**src/hdl/ps2kc_pkg.sv**
```systemverilog
`timescale 1ns / 1ps
`default_nettype none
// ----------------------------------------------------------------------------
// ps2kc_pkg
// Shared types and command codes for the PS/2 keyboard controller core.
// ----------------------------------------------------------------------------
package ps2kc_pkg;

    // Default number of internal RAM words
    localparam int RAM_WORDS_DEF = 32;

    // Bus access kind
    localparam logic OP_READ  = 1'b0;
    localparam logic OP_WRITE = 1'b1;

    // Port selector
    localparam logic PORT_DATA   = 1'b0;
    localparam logic PORT_STATUS = 1'b1;

    // Command groups, decoded from the top three bits
    localparam logic [2:0] GRP_RAM_READ  = 3'b001;  // 20..3F
    localparam logic [2:0] GRP_RAM_WRITE = 3'b011;  // 60..7F

    // Single commands
    localparam logic [7:0] CMD_TEST_PORT2 = 8'hA9;
    localparam logic [7:0] CMD_SELF_TEST  = 8'hAA;
    localparam logic [7:0] CMD_TEST_PORT1 = 8'hAB;
    localparam logic [7:0] CMD_READ_IN    = 8'hC0;
    localparam logic [7:0] CMD_READ_OUT   = 8'hD0;
    localparam logic [7:0] CMD_WRITE_OUT  = 8'hD1;
    localparam logic [7:0] CMD_WRITE_OB1  = 8'hD2;
    localparam logic [7:0] CMD_WRITE_OB2  = 8'hD3;
    localparam logic [7:0] CMD_WRITE_AUX  = 8'hD4;

    // Reply bytes
    localparam logic [7:0] REPLY_SELF_TEST = 8'h55;
    localparam logic [7:0] REPLY_TEST_OK   = 8'h00;
    localparam logic [7:0] REPLY_PORT_ALL  = 8'hFF;

    // One bus access
    typedef struct packed {
        logic [7:0] write_data;
        logic       port_select;
        logic       opcode;
    } ps2kc_item_t;

    // One access result
    typedef struct packed {
        logic [7:0] read_data;
        logic       read_valid;
    } ps2kc_result_t;

endpackage
`default_nettype wire

```
**src/hdl/ps2kc_in_stage.sv**
```systemverilog
`timescale 1ns / 1ps
`default_nettype none
// ----------------------------------------------------------------------------
// ps2kc_in_stage
// Input register: holds one bus access until the engine takes it.
// ----------------------------------------------------------------------------
module ps2kc_in_stage (
    input  wire logic                  aclk,
    input  wire logic                  aresetn,
    input  wire logic                  s_tvalid,
    output logic                       s_tready,
    input  wire ps2kc_pkg::ps2kc_item_t s_item,
    input  wire logic                  take,
    output logic                       item_valid,
    output ps2kc_pkg::ps2kc_item_t     item
);
    import ps2kc_pkg::*;

    logic        valid_reg;
    ps2kc_item_t item_reg;

    // Free, or emptied this cycle by the engine
    assign s_tready   = !valid_reg || take;
    assign item_valid = valid_reg;
    assign item       = item_reg;

    // Valid flag
    always_ff @(posedge aclk) begin
        if (!aresetn) begin
            valid_reg <= 1'b0;
        end else if (s_tready) begin
            valid_reg <= s_tvalid;
        end
    end

    // Payload
    always_ff @(posedge aclk) begin
        if (s_tvalid && s_tready) begin
            item_reg <= s_item;
        end
    end

endmodule
`default_nettype wire

```
**src/hdl/ps2kc_engine.sv**
```systemverilog
`timescale 1ns / 1ps
`default_nettype none
// ----------------------------------------------------------------------------
// ps2kc_engine
// Controller state, internal RAM and single-pass access decode.
// ----------------------------------------------------------------------------
module ps2kc_engine #(
    parameter int RAM_WORDS = ps2kc_pkg::RAM_WORDS_DEF
) (
    input  wire logic                   aclk,
    input  wire logic                   aresetn,
    input  wire logic                   go,
    input  wire ps2kc_pkg::ps2kc_item_t item,
    output ps2kc_pkg::ps2kc_result_t    result
);
    import ps2kc_pkg::*;

    localparam int IDX_W = $clog2(RAM_WORDS);

    logic             obf_reg, obf_next;
    logic             ibf_reg, ibf_next;
    logic             cmd_reg, cmd_next;
    logic             await_reg, await_next;
    logic [7:0]       out_byte_reg, out_byte_next;
    logic [7:0]       last_cmd_reg, last_cmd_next;
    logic [7:0]       ram_reg [RAM_WORDS];
    logic             ram_we;
    logic [IDX_W-1:0] ram_waddr;
    logic [7:0]       ram_rdata;
    logic [7:0]       status;

    assign status    = {4'b0000, cmd_reg, 1'b0, ibf_reg, obf_reg};
    assign ram_rdata = ram_reg[item.write_data[IDX_W-1:0]];

    // Access decode and next state
    always_comb begin
        obf_next      = obf_reg;
        ibf_next      = ibf_reg;
        cmd_next      = cmd_reg;
        await_next    = await_reg;
        out_byte_next = out_byte_reg;
        last_cmd_next = last_cmd_reg;
        ram_we        = 1'b0;
        ram_waddr     = last_cmd_reg[IDX_W-1:0];
        result        = '0;
        if (item.opcode == OP_READ) begin
            if (item.port_select == PORT_STATUS) begin
                result.read_valid = 1'b1;
                result.read_data  = status;
            end else if (obf_reg) begin
                result.read_valid = 1'b1;
                result.read_data  = out_byte_reg;
                obf_next          = 1'b0;
            end
        end else if (item.port_select == PORT_STATUS) begin
            // Command write: new command drops any pending parameter
            cmd_next      = 1'b1;
            last_cmd_next = item.write_data;
            await_next    = 1'b0;
            if (item.write_data[7:5] == GRP_RAM_READ) begin
                out_byte_next = ram_rdata;
                obf_next      = 1'b1;
            end else if (item.write_data[7:5] == GRP_RAM_WRITE) begin
                await_next = 1'b1;
            end else begin
                unique case (item.write_data)
                    CMD_TEST_PORT2, CMD_TEST_PORT1: begin
                        out_byte_next = REPLY_TEST_OK;
                        obf_next      = 1'b1;
                    end
                    CMD_SELF_TEST: begin
                        out_byte_next = REPLY_SELF_TEST;
                        obf_next      = 1'b1;
                    end
                    CMD_READ_IN, CMD_READ_OUT: begin
                        out_byte_next = REPLY_PORT_ALL;
                        obf_next      = 1'b1;
                    end
                    CMD_WRITE_OUT, CMD_WRITE_OB1, CMD_WRITE_OB2, CMD_WRITE_AUX: begin
                        await_next = 1'b1;
                    end
                    default: begin
                    end
                endcase
            end
        end else if (!ibf_reg) begin
            // Data write into a free input buffer
            if (await_reg) begin
                ram_we     = (last_cmd_reg[7:5] == GRP_RAM_WRITE);
                await_next = 1'b0;
            end else begin
                ibf_next = 1'b1;
            end
        end
    end

    // Control state
    always_ff @(posedge aclk) begin
        if (!aresetn) begin
            obf_reg      <= 1'b0;
            ibf_reg      <= 1'b0;
            cmd_reg      <= 1'b0;
            await_reg    <= 1'b0;
            out_byte_reg <= '0;
            last_cmd_reg <= '0;
        end else if (go) begin
            obf_reg      <= obf_next;
            ibf_reg      <= ibf_next;
            cmd_reg      <= cmd_next;
            await_reg    <= await_next;
            out_byte_reg <= out_byte_next;
            last_cmd_reg <= last_cmd_next;
        end
    end

    // Internal RAM, zero after reset
    always_ff @(posedge aclk) begin
        if (!aresetn) begin
            for (int i = 0; i < RAM_WORDS; i++) begin
                ram_reg[i] <= '0;
            end
        end else if (go && ram_we) begin
            ram_reg[ram_waddr] <= item.write_data;
        end
    end

    // Checks
    a_await_cmd: assert property (@(posedge aclk) disable iff (!aresetn)
        await_reg |-> (last_cmd_reg[7:5] == GRP_RAM_WRITE) ||
                      (last_cmd_reg == CMD_WRITE_OUT) || (last_cmd_reg == CMD_WRITE_OB1) ||
                      (last_cmd_reg == CMD_WRITE_OB2) || (last_cmd_reg == CMD_WRITE_AUX))
        else $error("parameter pending without a parameter command");

    a_data_read_clears: assert property (@(posedge aclk) disable iff (!aresetn)
        go && item.opcode == OP_READ && item.port_select == PORT_DATA
        |=> !obf_reg)
        else $error("data read left output-full set");

    a_self_test: assert property (@(posedge aclk) disable iff (!aresetn)
        go && item.opcode == OP_WRITE && item.port_select == PORT_STATUS &&
        item.write_data == CMD_SELF_TEST
        |=> obf_reg && out_byte_reg == REPLY_SELF_TEST && cmd_reg)
        else $error("self test reply missing");

    // A parameter only lands while the input buffer is free
    a_param_ibf: assert property (@(posedge aclk) disable iff (!aresetn)
        go && item.opcode == OP_WRITE && item.port_select == PORT_DATA && await_reg &&
        !ibf_reg
        |=> !await_reg && (ibf_reg == $past(ibf_reg)))
        else $error("parameter write mishandled");

endmodule
`default_nettype wire

```
**src/hdl/ps2kc_out_stage.sv**
```systemverilog
`timescale 1ns / 1ps
`default_nettype none
// ----------------------------------------------------------------------------
// ps2kc_out_stage
// Result register: holds one result until the master side takes it.
// ----------------------------------------------------------------------------
module ps2kc_out_stage (
    input  wire logic                     aclk,
    input  wire logic                     aresetn,
    input  wire logic                     load,
    input  wire ps2kc_pkg::ps2kc_result_t res_in,
    output logic                          can_load,
    output logic                          m_tvalid,
    input  wire logic                     m_tready,
    output ps2kc_pkg::ps2kc_result_t      m_res
);
    import ps2kc_pkg::*;

    logic          valid_reg;
    ps2kc_result_t res_reg;

    assign can_load = !valid_reg || m_tready;
    assign m_tvalid = valid_reg;
    assign m_res    = res_reg;

    // Valid flag
    always_ff @(posedge aclk) begin
        if (!aresetn) begin
            valid_reg <= 1'b0;
        end else if (can_load) begin
            valid_reg <= load;
        end
    end

    // Payload
    always_ff @(posedge aclk) begin
        if (load && can_load) begin
            res_reg <= res_in;
        end
    end

endmodule
`default_nettype wire

```
**src/hdl/ps2_keyboard_controller_core.sv**
```systemverilog
`timescale 1ns / 1ps
`default_nettype none
// ----------------------------------------------------------------------------
// ps2_keyboard_controller_core
// Host side of a PS/2 controller: status/command and data port accesses.
// ----------------------------------------------------------------------------
// An accepted access waits in the input register; its result is registered
// in the result register behind m_tvalid. Throughput: one access per cycle
// unless m_tready stalls; state and RAM are updated in one decode pass.
// Reset (aresetn low, synchronous) clears status, output byte, pending
// command and all internal RAM words at once; no clearing pass is needed.
module ps2_keyboard_controller_core #(
    parameter int RAM_WORDS = ps2kc_pkg::RAM_WORDS_DEF
) (
    input  wire logic        aclk,
    input  wire logic        aresetn,
    input  wire logic        s_tvalid,
    output logic             s_tready,
    input  wire logic [7:0]  s_tdata,   // [7:0] write_data
    input  wire logic [1:0]  s_tuser,   // [0] opcode, [1] port_select
    output logic             m_tvalid,
    input  wire logic        m_tready,
    output logic [7:0]       m_tdata,   // [7:0] read_data
    output logic [0:0]       m_tuser    // [0] read_valid
);
    import ps2kc_pkg::*;

    ps2kc_item_t   s_item;
    ps2kc_item_t   item;
    ps2kc_result_t result;
    ps2kc_result_t m_res;
    logic          item_valid;
    logic          can_load;
    logic          go;

    assign s_item.opcode      = s_tuser[0];
    assign s_item.port_select = s_tuser[1];
    assign s_item.write_data  = s_tdata;

    assign go = item_valid && can_load;

    ps2kc_in_stage u_in (
        .aclk       (aclk),
        .aresetn    (aresetn),
        .s_tvalid   (s_tvalid),
        .s_tready   (s_tready),
        .s_item     (s_item),
        .take       (can_load),
        .item_valid (item_valid),
        .item       (item)
    );

    ps2kc_engine #(
        .RAM_WORDS (RAM_WORDS)
    ) u_engine (
        .aclk    (aclk),
        .aresetn (aresetn),
        .go      (go),
        .item    (item),
        .result  (result)
    );

    ps2kc_out_stage u_out (
        .aclk     (aclk),
        .aresetn  (aresetn),
        .load     (item_valid),
        .res_in   (result),
        .can_load (can_load),
        .m_tvalid (m_tvalid),
        .m_tready (m_tready),
        .m_res    (m_res)
    );

    assign m_tdata    = m_res.read_data;
    assign m_tuser[0] = m_res.read_valid;

endmodule
`default_nettype wire

```
**config.mk**
```make
export PLATFORM = sky130hd
export DESIGN_NAME = ps2_keyboard_controller_core
export DESIGN_NICKNAME = d
export VERILOG_FILES = /design/src/hdl/ps2kc_pkg.sv /design/src/hdl/ps2kc_in_stage.sv /design/src/hdl/ps2kc_engine.sv /design/src/hdl/ps2kc_out_stage.sv /design/src/hdl/ps2_keyboard_controller_core.sv
export SDC_FILE = /design/constraint.sdc
export NUM_CORES = 1
export LEC_CHECK = 0
export BUFFER_PORTS_ARGS = -buffer_cell sky130_fd_sc_hd__buf_2
export CAP_MARGIN = 30
export CORE_MARGIN = 4
export CORE_UTILIZATION = 40
export DETAILED_ROUTE_END_ITERATION = 7
export GPL_ROUTABILITY_DRIVEN = 1
export SYNTH_ARGS = -nofsm -noshare
export SYNTH_HDL_FRONTEND = slang
export SYNTH_SLANG_ARGS = --single-unit
```
**constraint.sdc**
```tcl
create_clock -name aclk -period 2.9 [get_ports aclk]
set_input_delay 0.145 -clock aclk [delete_from_list [all_inputs] [get_ports aclk]]
set_output_delay 0.145 -clock aclk [all_outputs]
set_load 0.03 [all_outputs]
```
==> impl_metrics.csv <==
group,metric,value,unit
placed_design,place_ws,0.583,ns
sta,fin_skew,0.0111,ns
drt,wl_per_cell,21.6,um
critical_path,start_kind,"flip-flop",
layout,largest_reg_flops,256,
synth,synthCells,965,
sta,period_share,80.9,%
clock_tree,cts_tree,"done",
synth,synth.top_cell.area_share,59.8,%
sta,maxSlewViolCount,0,
floorplanning,die-area,37500,um2
layout,seqCellArea,8800,um2
synth,synth_top_area_cell,"edfxtp_1",
synth,synth_edf_count,275,
power_and_ir_drop,max-vdd-ir-drop,0.451,mV
global_routing,grt_max_degree,54,
synth,yosys_most_used_dff,"edfxtp_1",
drt,drt-total-wl,32.4,mm
clock_tree,h-tree-depth,1,
placed_design,dpl.hpwl,22.0,mm
run,maxCapViolations,0,
critical_path,crit_required,3.36,ns
run_status,outcome,"completed",
drt,drc,0,
layout,nNetsFinal,1040,
synth,async_reset_ff_share,0,%
clock_tree,clkLatencyLatePin,0.58,ns
global_routing,antenna_found_initial,0,
sta,setup_tns,0,ns
global_routing,grt_pass1_wl,49.7,mm
drt,drtIter0Drc,719,
global_routing,grt-ovfl-total,0,
global_routing,grt_pass1_vias,8076,
drt,dr.pass1.iters,5,
power_and_ir_drop,p_leak,5.77,nW
sta,max_slew_margin,36.0,%
synth,netlist_area,13800,um2
floorplanning,start_util,40.9,%
synth,synthTopCellsByArea,"edfxtp_1, and2_1, mux4_2",
critical_path,cp_cell_sequence,"buf_12, mux4_2, a22oi_1, nand4_1, a221o_1",
synth,yosysWarnings,0,
synth,netlist-cell-type-count,48,
drt,vias_per_cell,5.29,
clock_tree,cts.sink_count,302,
sta,finalWorstSetupSlack,0.553,ns
floorplanning,core,33800,um2
sta,final_hold_viol_count,0,
sta,fmax,0.426,GHz
drt,vias,7926,
floorplanning,ios,25,
placed_design,numPortBuffers,24,
clock_tree,cts_buffers,31,
sta,setup_violations,0,
critical_path,crit_buf_inv,1,
critical_path,cp_max_fo,32,
power_and_ir_drop,p_per_area,615,nW/um2
synth,ys_seq_area_share,63.8,%
floorplanning,die_y,194,um
floorplanning,rows,67,
critical_path,slowest_delay,0.68,ns
layout,antenna_cells,0,
sta,worst_pin_slew,0.959,ns
drt,drtAntennaViolNets,0,
sta,finalCriticalPeriod,2.35,ns
synth,postSynthAreaPerCell,14.3,um2
global_routing,grt_usage,17.1,%
clock_tree,cts_root_buffer,"clkbuf_16",
clock_tree,cts_setup_buffers,0,
synth,ys_ff_latch,302,
layout,drive_gt1_share,22.5,%
placed_design,routabilityCongestion,0.828,
layout,syn2layout_area_growth,14.6,%
critical_path,cp_slowest_cell,"dfxtp_2",
layout,fill_cells,2921,
clock_tree,clk_pin_slew,0.07,ns
critical_path,r2r_slack,0.55,ns
min_path,min-delay-path-class,"primary input to flip-flop",
layout,final_cell_mix,"edfxtp_1, and2_1, buf_4",
synth,synthesis.nets,979,
layout,final_common_cell,"edfxtp_1",
critical_path,crit_family,"compound AO/OA/AOI/OAI gates",
sta,rsz0062_at_grt,"false",
clock_tree,cts_resized,0,
floorplanning,die_w,194,um
layout,multiInputGateArea,4710,um2
critical_path,endpoint_kind,"flip-flop",
critical_path,arrival,2.81,ns
critical_path,path_class,"flip-flop to flip-flop",
clock_tree,clk_path_buf_depth,3,
==> cells by family (layout without fill, tap and decap cells) <==
family	count (synthesis)	after routing	synth area share, %
buffers and inverters	71	157	2.13
AO/OA/AOI/OAI	104	104	5.16
multiplexers	89	89	11.3
XOR/XNOR	1	1	0.0635
AND/OR/NAND/NOR	398	398	17.6
flip-flops	302	302	63.8
==> repair_timing <==
action | 4_1_cts | 5_1_grt
hold buffers | 11 | 0
setup endpoints to repair | 0 | 0
hold endpoints to repair | 16 | 0
==> stage by stage <==
| step | power [mW] | cell area, um2 | instances | hold slack [ns] | utilization [%] |
|---|---|---|---|---|---|
| 2_1_floorplan | 5.49 | 13800 | 965 | 0.244 | - |
| 3_3_place_gp | 5.75 | 14700 | 1430 | 0.325 | 43.4 |
| 3_5_place_dp | 5.76 | 14700 | 1430 | 0.324 | 43.4 |
| 4_1_cts | 9.79 | 15800 | 1499 | 0.0248 | 46.8 |
| 5_1_grt | 10.0 | 15800 | 1499 | 0.0505 | 46.8 |
| 6_report | 9.72 | 15800 | 1499 | 0.0277 | 46.8 |
==> layer usage <==
metal  GRT usage [%]  up-vias  part of all wire [%]
met3            1.81       44                   4.2
met2            27.7      204                    47
met4            4.75        0                   2.3
met1            24.8     3994                    46
met5               0        -                     0
li1                -     3684                     -
==> layout make-up <==
type / count / share of cell area [%]
clock buffer: 33 / 4.95
sequential: 302 / 55.7
timing repair buffer: 93 / 4.37
inverter: 6 / 0.142
tap: 448 / 3.54
clock inverter: 25 / 1.58
multi-input combinational: 592 / 29.8
==> power breakdown <==
part           internal, mW  total, mW  switching (mW)
Sequential             4.88       4.98          0.0955
Combinational         0.294      0.703           0.409
Clock                  2.32       4.04            1.72
Total                  7.50       9.72            2.22
==> Yosys cell counts (6+ instances only) <==
cell type  instances
edfxtp_1         275
and2_1           263
mux4_2            52
clkbuf_1          49
o21ai_0           36
nand2_1           30
dfxtp_1           27
mux2i_1           24
nor2_2            24
nor2_1            23
nor2b_1           16
buf_2             13
mux2_2            13
a21boi_0          11
a22oi_1            8
nand3_1            8
a21oi_1            7
inv_1              6
nand2b_1           6
nand4_1            6
==> final timing paths <==
path / to / startpoint / cells after the start
max: u_engine.out_byte_reg[7] / flip-flop / 5
max reg2reg: u_engine.out_byte_reg[7] / flip-flop / 5
min reg2reg: u_engine.cmd_reg / u_engine.cmd_reg / 1
min: u_in.item_valid / m_tready / 4
==> tightest hold or removal path, stage by stage <==
cell and delay [ns]:
buf_2 0.09, nor2b_1 0.10, a21oi_1 0.17, nor2b_1 0.05
Power figures use the tool's default switching activity.
